## config.mk

```make
export PLATFORM = sky130hd
export DESIGN_NAME = key_click_long_press_detector
export DESIGN_NICKNAME = d
export VERILOG_FILES = /design/src/hw/rtl/kclpd_pkg.sv /design/src/hw/rtl/key_click_long_press_detector.sv
export SDC_FILE = /design/constraint.sdc
export NUM_CORES = 1
export LEC_CHECK = 0
export ABC_AREA = 0
export BUFFER_PORTS_ARGS = -buffer_cell sky130_fd_sc_hd__buf_2
export CAP_MARGIN = 20
export CORE_MARGIN = 3
export CORE_UTILIZATION = 45
export DETAILED_ROUTE_END_ITERATION = 12
export PLACE_DENSITY = 0.7
export REMOVE_ABC_BUFFERS = 1
export SLEW_MARGIN = 20
export SYNTH_ARGS = -nofsm -noshare
export SYNTH_HDL_FRONTEND = slang
export SYNTH_SLANG_ARGS = --single-unit
```

## constraint.sdc

```tcl
create_clock -name clk -period 9.7 [get_ports clk]
set_clock_uncertainty 0.2 [all_clocks]
set_input_delay 0.97 -clock clk [delete_from_list [all_inputs] [get_ports clk]]
set_output_delay 0.97 -clock clk [all_outputs]
set_load 0.05 [all_outputs]
```

## src/hw/rtl/kclpd_pkg.sv

```systemverilog
// Package for the key click / long-press detector.
// Holds the key count, widths, register map and reset values; no dependencies.
`default_nettype none

package kclpd_pkg;

  localparam int KEY_COUNT = 8;   // keys in use, 1 to 8
  localparam int KEY_W     = 8;   // width of the key level and flag fields
  localparam int TICK_W    = 8;   // width of the hold counter and threshold

  localparam logic [KEY_W-1:0] KEY_MASK = KEY_W'((2 ** KEY_COUNT) - 1);

  // APB register map: one 32-bit register at byte address 0
  localparam int APB_DATA_W = 32;
  localparam int APB_ADDR_W = 3;
  localparam logic REG_LONG_PRESS_TICKS = 1'b0;   // register index, paddr[2]

  localparam logic [TICK_W-1:0] LONG_PRESS_TICKS_RESET = TICK_W'(100);

endpackage

`default_nettype wire

```

## src/hw/rtl/key_click_long_press_detector.sv

```systemverilog
// Key click / long-press detector, top level.
// Depends on kclpd_pkg for widths, key mask and the register map.
`default_nettype none

// One transfer on the input channel is one scan tick: the sampled key levels
// and the click flags that software has consumed since the last tick. Each
// tick yields exactly one result: the sticky click flags and the long-press
// flags after that tick. A key pressed and released before long_press_ticks
// ticks have gone by sets its click flag, which stays set until acknowledged
// through click_ack. A key held for long_press_ticks ticks sets its long-press
// flag, which clears as soon as the key is released. A new press during an
// unfinished run turns the keys still pending into clicks if the hold count
// is below long_press_ticks. The detector takes one tick per clock cycle: the
// update is a single pass of mask logic and an 8-bit counter compare between
// the state registers and the result register, and a new tick is taken
// whenever the result register is empty or its result is being transferred
// in the same cycle. long_press_ticks sits at byte address 0 of the APB port
// (reset 100, a value of 0 means 256 ticks); the user must see that it is
// written only while the detector is idle, as the block does not enforce it.
module key_click_long_press_detector (
  input  wire logic                                clk,
  input  wire logic                                rst,
  // scan tick input channel
  input  wire logic                                in_valid,
  output logic                                     in_ready,
  input  wire logic [kclpd_pkg::KEY_W-1:0]         key_levels,
  input  wire logic [kclpd_pkg::KEY_W-1:0]         click_ack,
  // result channel
  output logic                                     out_valid,
  input  wire logic                                out_ready,
  output logic [kclpd_pkg::KEY_W-1:0]              click_flags,
  output logic [kclpd_pkg::KEY_W-1:0]              long_flags,
  // APB configuration port
  input  wire logic                                psel,
  input  wire logic                                penable,
  input  wire logic                                pwrite,
  input  wire logic [kclpd_pkg::APB_ADDR_W-1:0]    paddr,
  input  wire logic [kclpd_pkg::APB_DATA_W-1:0]    pwdata,
  output logic [kclpd_pkg::APB_DATA_W-1:0]         prdata,
  output logic                                     pready
);

  // configuration
  logic [kclpd_pkg::TICK_W-1:0] long_press_ticks;

  // detector state
  logic [kclpd_pkg::KEY_W-1:0]  previous_levels, previous_levels_next;
  logic [kclpd_pkg::KEY_W-1:0]  pending_keys,    pending_keys_next;
  logic [kclpd_pkg::TICK_W-1:0] hold_count,      hold_count_next;
  logic [kclpd_pkg::KEY_W-1:0]  click_store,     click_store_next;
  logic [kclpd_pkg::KEY_W-1:0]  long_store,      long_store_next;

  // intermediate values of the tick update
  logic [kclpd_pkg::KEY_W-1:0]  levels, ack, rising, released;
  logic [kclpd_pkg::KEY_W-1:0]  click_acked, click_forced, click_rel;
  logic [kclpd_pkg::KEY_W-1:0]  pend_start, pend_timed, pend_rel;
  logic [kclpd_pkg::TICK_W-1:0] hold_start, hold_inc, hold_timed;
  logic [kclpd_pkg::KEY_W-1:0]  long_timed;
  logic                         in_xfer;

  // ---------------------------------------------------------------------
  // APB port: pready tied high, single register
  // ---------------------------------------------------------------------
  assign pready = 1'b1;

  always_ff @(posedge clk) begin
    if (rst) begin
      long_press_ticks <= kclpd_pkg::LONG_PRESS_TICKS_RESET;
    end else if (psel && penable && pwrite && pready &&
                 paddr[2] == kclpd_pkg::REG_LONG_PRESS_TICKS) begin
      long_press_ticks <= pwdata[kclpd_pkg::TICK_W-1:0];
    end
  end

  always_comb begin
    prdata = '0;
    if (paddr[2] == kclpd_pkg::REG_LONG_PRESS_TICKS) begin
      prdata = kclpd_pkg::APB_DATA_W'(long_press_ticks);
    end
  end

  // ---------------------------------------------------------------------
  // Handshake: take a tick whenever the result register frees up
  // ---------------------------------------------------------------------
  assign in_ready = !out_valid || out_ready;
  assign in_xfer  = in_valid && in_ready;

  // ---------------------------------------------------------------------
  // Tick update, one pass
  // ---------------------------------------------------------------------
  always_comb begin
    levels = key_levels & kclpd_pkg::KEY_MASK;
    ack    = click_ack  & kclpd_pkg::KEY_MASK;

    // drop acknowledged clicks first
    click_acked = click_store & ~ack;
    rising      = levels & ~previous_levels;

    // new press: restart the run, unfinished pending keys become clicks
    click_forced = click_acked;
    pend_start   = pending_keys;
    hold_start   = hold_count;
    if (rising != '0) begin
      if (pending_keys != '0 && hold_count < long_press_ticks) begin
        click_forced = click_acked | pending_keys;
      end
      pend_start = rising;
      hold_start = '0;
    end

    // advance the hold counter; at threshold pending keys turn long
    hold_inc   = hold_start + kclpd_pkg::TICK_W'(1);
    hold_timed = hold_start;
    pend_timed = pend_start;
    long_timed = long_store;
    if (pend_start != '0) begin
      hold_timed = hold_inc;
      if (hold_inc == long_press_ticks) begin
        long_timed = pend_start;
        pend_timed = '0;
        hold_timed = '0;
      end
    end

    // release of a pending key marks a click and trims the run
    released  = pend_timed & ~levels;
    click_rel = click_forced;
    pend_rel  = pend_timed;
    hold_count_next = hold_timed;
    if (pend_start != '0 && released != '0) begin
      click_rel = click_forced | released;
      pend_rel  = pend_timed & ~click_rel;
      if (pend_rel == '0) begin
        hold_count_next = '0;
      end
    end

    click_store_next     = click_rel;
    pending_keys_next    = pend_rel;
    long_store_next      = long_timed & levels;
    previous_levels_next = levels;
  end

  // hold state; update only on an input transfer
  always_ff @(posedge clk) begin
    if (rst) begin
      previous_levels <= '0;
      pending_keys    <= '0;
      hold_count      <= '0;
      click_store     <= '0;
      long_store      <= '0;
    end else if (in_xfer) begin
      previous_levels <= previous_levels_next;
      pending_keys    <= pending_keys_next;
      hold_count      <= hold_count_next;
      click_store     <= click_store_next;
      long_store      <= long_store_next;
    end
  end

  // ---------------------------------------------------------------------
  // Result register
  // ---------------------------------------------------------------------
  always_ff @(posedge clk) begin
    if (rst) begin
      out_valid <= 1'b0;
    end else if (in_xfer) begin
      out_valid <= 1'b1;
    end else if (out_ready) begin
      out_valid <= 1'b0;
    end
  end

  always_ff @(posedge clk) begin
    if (in_xfer) begin
      click_flags <= click_store_next & kclpd_pkg::KEY_MASK;
      long_flags  <= long_store_next  & kclpd_pkg::KEY_MASK;
    end
  end

endmodule

`default_nettype wire

```

==> key figures, run 1 <==
CTS
  • Clock insertion delay at the later pin of the skew report: 0.35 ns
  • Post-CTS setup repair buffer count: 0
  • TritonCTS clock tree: built
  • CTS sink count: 65
  • Count of hold buffers inserted by post-cts repair: 0
  • Maximum clock insertion buffer count: 2
  • Clock transition time at the flip-flop clock pins of the worst setup and hold paths: 0.07 ns
  • Buffer cell driving the clock tree root: clkbuf_8
  • Depth of the CTS H-tree: 3
  • CTS-repair resized insts: 0
  • Number of clock buffers inserted by TritonCTS: 9

STA
  • Final-layout setup total negative slack: 0 ns
  • Hold_ws: 0.250 ns
  • Slew margin rel.: 40.3%
  • Max-slew violation total from the final report: 0
  • Final cycle utilization of the critical path: 58.3%
  • Achievable clock frequency: 177 MHz
  • Slew of the pin with the lowest slew margin: 0.895 ns
  • Setup repair after global routing missed its margin: no
  • Final critical delay including setup and external delays: 5.66 ns
  • Final hold viol count: 0
  • Endpoints failing setup: 0

Die
  • Initial core utilization: 47.2%
  • # IOs: 109
  • Die Span Y: 99.8 µm
  • Total die area: 9950 µm²
  • Core area: 8380 µm²
  • Row count: 33
  • Die span in x: 99.8 µm

Critical path
  • CP max stage cell: nand2b_1
  • Worst setup EP type: flop
  • Kind of critical path: in2reg
  • Largest stage delay on the critical path: 0.69 ns
  • Critical Path Fanout Max: 16
  • CP Data Required Time: 9.69 ns
  • Category of the worst setup path launch point: primary input
  • Data arrival time at the worst-slack endpoint: 5.65 ns
  • Ordered cell list for the critical path: buf_2 > nor2b_1 > nor4_4 > nand2_1 > nor2_1 > ha_1 > nand3_1 > or3_1 > and3_1 > a211oi_1 > o2111ai_2 > nand2b_1 > and2_1 > a31oi_1 > a21oi_1

GRT
  • Global-route wire length before repair: 16,400 µm
  • Maximum number of pins on one net before global-route repair: 45
  • Number of global-route vias before repair: 3,321
  • Antenna violations before repair: 0
  • Global-route usage over all layers: 20.5%
  • Residual overflow from global routing: 0

Final layout
  • Area growth, synth to finish: 11.3%
  • Number of nets in the final layout: 599
  • Post-route standard cell area excluding fillers: 4400 µm²
  • Final core occ: 52.5%
  • Number of diodes added for antenna fixing: 0
  • Layout cells sized above 1: 16.4%

Drt
  • Total wire length: 9960 µm
  • Number of remaining DRC errors: 0
  • Iteration count of the initial detailed-routing pass: 5
  • First-iteration detailed-routing DRC count: 293
  • Antenna Nets Post-Route: 0
  • Detail-routed via count per cell: 5.63
  • Wire length per cell: 15.5 µm
  • Total via count in the routed design: 3,619

Place
  • Last weighted congestion value of the routability-driven placer: 0.927
  • Total placed instance area: 4180 µm²
  • Buffers on Ports: 57
  • HPWL after detailed placement: 6960 µm

Synthesis
  • Async set-or-reset flop fraction in the synthesized netlist: 0%
  • Count of warnings emitted by yosys: 0
  • Cells taking the most area after synthesis: dfxtp_1, edfxtp_1, nand2_1, buf_4, a21oi_1
  • Unique cell type count in the Yosys netlist: 63
  • Synth Cell Area: 3960 µm²
  • Share of the synthesized area in the top cell type: 24.8%
  • Gate count of the mapped netlist: 488
  • Sequential share of the synthesized area: 36.9%
  • Most used flip-flop cell after synthesis: dfxtp_1
  • Synth area leader: dfxtp_1
  • Number of enable-type register cells in the synthesized netlist: 16
  • Avg Inst Size Synth: 8.11 µm²
  • Synthesized flop and latch total: 65

Power
  • Standby leakage power: 1.83 nW
  • Total power divided by cell area: 154 nW/µm²
  • Peak supply drop: 0.0869 mV
  • Post-layout power: 0.680 mW

Job
  • Max_cap viols: 0

Worst hold path
  • Min-delay worst type: reg2reg

Status
  • Result of the run: completed
[through the flow]
| step | cells | setup WS (ns) |
|---|---|---|
| 6_report | 643 | 4.04 |
| 5_1_grt | 643 | 3.78 |
| 4_1_cts | 643 | 4.13 |
| 3_5_place_dp | 627 | 3.77 |
| 3_3_place_gp | 627 | 3.81 |
| 2_1_floorplan | 462 | 4.99 |
[worst max-delay path, delay by kind of cell]
family | cells | cell delay [ns]
and+or+nand+nor | 9 | 3.27
adders and majority gates | 1 | 0.30
AOI/OAI and AO/OA | 4 | 0.96
buffers and inverters | 1 | 0.12
[cell usage after synthesis, types with 3 or more instances]
cell / count
nor3b_1: 6
a211o_1: 4
edfxtp_1: 16
dfxtp_1: 49
inv_1: 27
ha_1: 8
and2_1: 6
a221oi_1: 3
nor2b_1: 18
a32o_1: 6
xnor2_1: 5
nand2_1: 73
nor2_1: 40
a31oi_1: 7
a21oi_1: 34
or3_1: 4
buf_1: 3
nand3_1: 17
and3_1: 4
o22ai_1: 5
o211ai_1: 3
clkbuf_1: 12
nand4_1: 9
o21ai_0: 14
buf_2: 7
mux2i_1: 3
nor3_1: 10
buf_4: 26
a211oi_1: 8
a21o_1: 10
nand2b_1: 8
a21boi_0: 3
[path summary, 6_finish.rpt]
kind	cells past startpoint	start	slack, ns	end
max	15	key_levels[3]	4.04	hold_count[3]
min	2	previous_levels[0]	0.25	previous_levels[0]
max reg2reg	14	previous_levels[2]	4.50	hold_count[3]
min reg2reg	2	previous_levels[0]	0.25	previous_levels[0]
[routing by layer]
layer	vias to the layer above	wire (µm)	global-route usage, %
li1	1771	-	-
met2	139	4470	31.3
met5	-	0	0
met3	18	752	3.86
met4	0	211	8.30
met1	1691	4520	28.4
[cell families after synthesis]
kind of cell,after synthesis,share of synthesized area (%)
compound gates,116,20.6
xor+xnor,7,1.93
fa+ha+maj,8,2.53
buf+inv,76,10.1
flops,65,36.9
mux,4,1.04
other cells,2,0.190
simple gates,210,26.7
[power by group]
group,internal [mW],switching (mW),total [mW]
registers,0.291,0.00780,0.298
logic,0.0309,0.0930,0.124
clock network,0.146,0.112,0.257
[registers in the layout, summed over array words and instances, names as in the netlist]
name,flops
click_flags,8
click_store,8
hold_count,8
long_flags,8
long_press_ticks,8
long_store,8
out_valid,1
pending_keys,8
previous_levels,8
[area by class of cell]
type | instances | area (µm²)
fill | 840 | 3980
multi-input combinational | 370 | 2180
sequential | 65 | 1460
timing repair buffer | 60 | 308
tap | 105 | 131
clock buffer | 10 | 128
inverter | 27 | 101
clock inverter | 6 | 92.6
[cells in the final DEF (no fill, tap or decap), types with 5 or more instances in the layout]
| cell type | count |
|---|---|
| nand3_1 | 17 |
| o22ai_1 | 5 |
| buf_2 | 57 |
| conb_1 | 25 |
| a21o_1 | 10 |
| nor2_1 | 40 |
| a211oi_1 | 8 |
| nand2b_1 | 8 |
| clkbuf_8 | 9 |
| a21oi_1 | 34 |
| and2_1 | 6 |
| ha_1 | 8 |
| edfxtp_1 | 16 |
| nand4_1 | 9 |
| dfxtp_1 | 49 |
| xnor2_1 | 5 |
| nor3b_1 | 6 |
| o21ai_0 | 14 |
| nor3_1 | 10 |
| nand2_1 | 73 |
| a32o_1 | 6 |
| a31oi_1 | 7 |
| nor2b_1 | 18 |
| inv_1 | 27 |
Power figures use the tool's default switching activity.
==> inputs of run 2 (changes only) <==
Clock period 9.7 ns to 5.7 ns, I/O delays scaled along.
==> run 2 against run 1 <==
Core utilization increased by 0.66 points. Sequential share of layout area decreased by 0.41 points. Largest cell class unchanged. Register-to-register slack worse by 3.0 ns. Highest routed layer unchanged. Power increased by 79%. Sequential power is 70% higher. Sequential cell count is the same. Critical path type unchanged. Die area is the same. Cell count up 0.47%.
==> key figures, run 2 (synthesized netlist as in run 1, its figures left out) <==
STA
  • Worst setup margin: 1.51 ns (was 4.04 ns)
  • Endpoints failing setup: 0 (unchanged)
  • Slew margin rel.: 38.9% (was 40.3%)
  • Achievable clock frequency: 239 MHz
  • Final hold viol count: 0 (unchanged)
  • Final-layout setup total negative slack: 0 ns (unchanged)
  • Final critical delay including setup and external delays: 4.19 ns
  • Slew of the pin with the lowest slew margin: 0.916 ns (was 0.895 ns)
  • Max-slew violation total from the final report: 0 (unchanged)
  • Setup repair after global routing missed its margin: no (unchanged)
  • Final cycle utilization of the critical path: 73.5%

Place
  • Buffers on Ports: 57 (unchanged)
  • Last weighted congestion value of the routability-driven placer: 0.933 (was 0.927)
  • HPWL after detailed placement: 6970 µm (was 6960 µm)
  • Post-Place Setup Slack: 1.23 ns (was 3.77 ns)
  • Total placed instance area: 4210 µm² (was 4180 µm²)
  • Placed Cells incl. Taps: 630 (was 627)

GRT
  • Maximum number of pins on one net before global-route repair: 45 (unchanged)
  • Antenna violations before repair: 0 (unchanged)
  • Number of global-route vias before repair: 3,256 (was 3,321)
  • Global-route usage over all layers: 20.4% (was 20.5%)
  • Residual overflow from global routing: 0 (unchanged)
  • Global-route wire length before repair: 16,200 µm (was 16,400 µm)

Drt
  • Antenna Nets Post-Route: 0 (unchanged)
  • Iteration count of the initial detailed-routing pass: 5 (unchanged)
  • Wire length per cell: 15.5 µm (about the same)
  • Detail-routed via count per cell: 5.61 (was 5.63)
  • Total via count in the routed design: 3,624 (was 3,619)
  • Number of remaining DRC errors: 0 (unchanged)
  • First-iteration detailed-routing DRC count: 235 (was 293)
  • Total wire length: 10,000 µm (was 9960 µm)

Final layout
  • Post-route standard cell area excluding fillers: 4460 µm² (was 4400 µm²)
  • Commonest non-fill, non-tap cells in the layout: nand2_1, buf_2, dfxtp_1 (unchanged)
  • Number of diodes added for antenna fixing: 0 (unchanged)
  • Most frequent standard cell in the layout excluding fill and tap cells: nand2_1 (unchanged)
  • Fin cells: 646 (was 643)
  • Area growth, synth to finish: 12.7% (was 11.3%)
  • Layout cells sized above 1: 17.0% (was 16.4%)
  • Number of nets in the final layout: 602 (was 599)

CTS
  • CTS-repair resized insts: 0 (unchanged)
  • Count of hold buffers inserted by post-cts repair: 0 (unchanged)
  • Maximum clock insertion buffer count: 2 (unchanged)
  • CTS sink count: 65 (unchanged)
  • Depth of the CTS H-tree: 3 (unchanged)
  • Number of clock buffers inserted by TritonCTS: 9 (unchanged)
  • Clock transition time at the flip-flop clock pins of the worst setup and hold paths: 0.07 ns (about the same)
  • Buffer cell driving the clock tree root: clkbuf_8 (unchanged)
  • Clock insertion delay at the later pin of the skew report: 0.35 ns (about the same)
  • TritonCTS clock tree: built (unchanged)
  • Post-CTS setup repair buffer count: 0 (unchanged)

Die
  • Die Span Y: 99.8 µm (unchanged)
  • Die span in x: 99.8 µm (unchanged)
  • Total die area: 9950 µm² (unchanged)
  • Row count: 33 (unchanged)
  • Core area: 8380 µm² (unchanged)
  • # IOs: 109 (unchanged)
  • Initial core utilization: 47.2% (unchanged)

Critical path
  • Largest stage delay on the critical path: 0.50 ns (was 0.69 ns)
  • Category of the worst setup path launch point: primary input (unchanged)
  • Crit-path leading delay family: simple AND/OR/NAND/NOR gates (unchanged)
  • Worst setup EP type: flop (unchanged)
  • CP Data Required Time: 5.70 ns (was 9.69 ns)
  • CP max stage cell: or3_4 (was nand2b_1)
  • Most common cell on crit path: nor2_1
  • Critical Path Fanout Max: 12 (was 16)
  • Data arrival time at the worst-slack endpoint: 4.19 ns (was 5.65 ns)
  • Ordered cell list for the critical path: buf_2 > nor2b_1 > nor4_4 > nand2_1 > nor2_1 > ha_1 > nand3_1 > xnor2_1 > nor3_1 > a32o_1 > o2111ai_2 > buf_4 > nand3_2 > or3_4 > a32oi_1 > nor2_1 (was buf_2 > nor2b_1 > nor4_4 > nand2_1 > nor2_1 > ha_1 > nand3_1 > or3_1 > and3_1 > a211oi_1 > o2111ai_2 > nand2b_1 > and2_1 > a31oi_1 > a21oi_1)
  • Crit path buffers/inverters: 2 (was 1)
  • Kind of critical path: in2reg (unchanged)

Power
  • Standby leakage power: 1.86 nW (was 1.83 nW)
  • Total power divided by cell area: 273 nW/µm² (was 154 nW/µm²)
  • Peak supply drop: 0.186 mV (was 0.0869 mV)

Status
  • Result of the run: completed (unchanged)

Worst hold path
  • Min-delay worst type: in2reg (was reg2reg)

Job
  • Max_cap viols: 0 (unchanged)
[run 2: cell types whose count changed in the layout (fill, tap and decap cells not counted)]
cell and change:
buf_4 +3, bufinv_16 +1, clkbuf_8 +1, clkbuf_1 -1, clkinvlp_4 -1
[run 2: worst paths after layout]
path	startpoint	to	slack (ns)	cells after the start
max	key_levels[3]	hold_count[1]	1.51	16
min	pwdata[6]	long_press_ticks[6]	0.23	2
max reg2reg	previous_levels[7]	hold_count[1]	1.53	15
min reg2reg	long_store[0]	long_store[0]	0.25	2
[run 2: worst register-to-register path, delay by kind of cell (launching register included)]
family,cells,cell delay (ns)
xor gates and xnor gates,1,0.35
and+or+nand+nor,9,1.87
buffers and inverters,1,0.24
AOI/OAI and AO/OA,3,0.67
DFF,1,0.39
adders and majority gates,1,0.29
[run 2: through the flow]
step / utilization (%) / total power [mW] / hold slack, ns
floorplan: - / 0.668 / 0.225
global placement: 50.2 / 0.722 / 0.237
detailed placement: 50.2 / 0.725 / 0.246
CTS: 53.2 / 1.22 / 0.220
global route: 53.2 / 1.26 / 0.230
finish: 53.2 / 1.22 / 0.230
[run 2: power breakdown]
group          internal (mW)  switching (mW)
logic                 0.0526           0.157
clock network          0.304           0.195
registers              0.495          0.0134
[run 2: final cells by class]
type	instances	area (µm²)
Clock buffer	10	138
Fill cell	795	3920
Sequential cell	65	1460
Multi-Input combinational cell	370	2180
Inverter	27	101
Tap cell	105	131
Timing Repair Buffer	63	330
Clock inverter	6	115
[run 2: routing by layer]
metal	share of wire, %	global-route usage [%]
met1	47	28.7
met5	0	0
met4	1.9	7.77
met3	5.7	3.37
met2	45	31.3
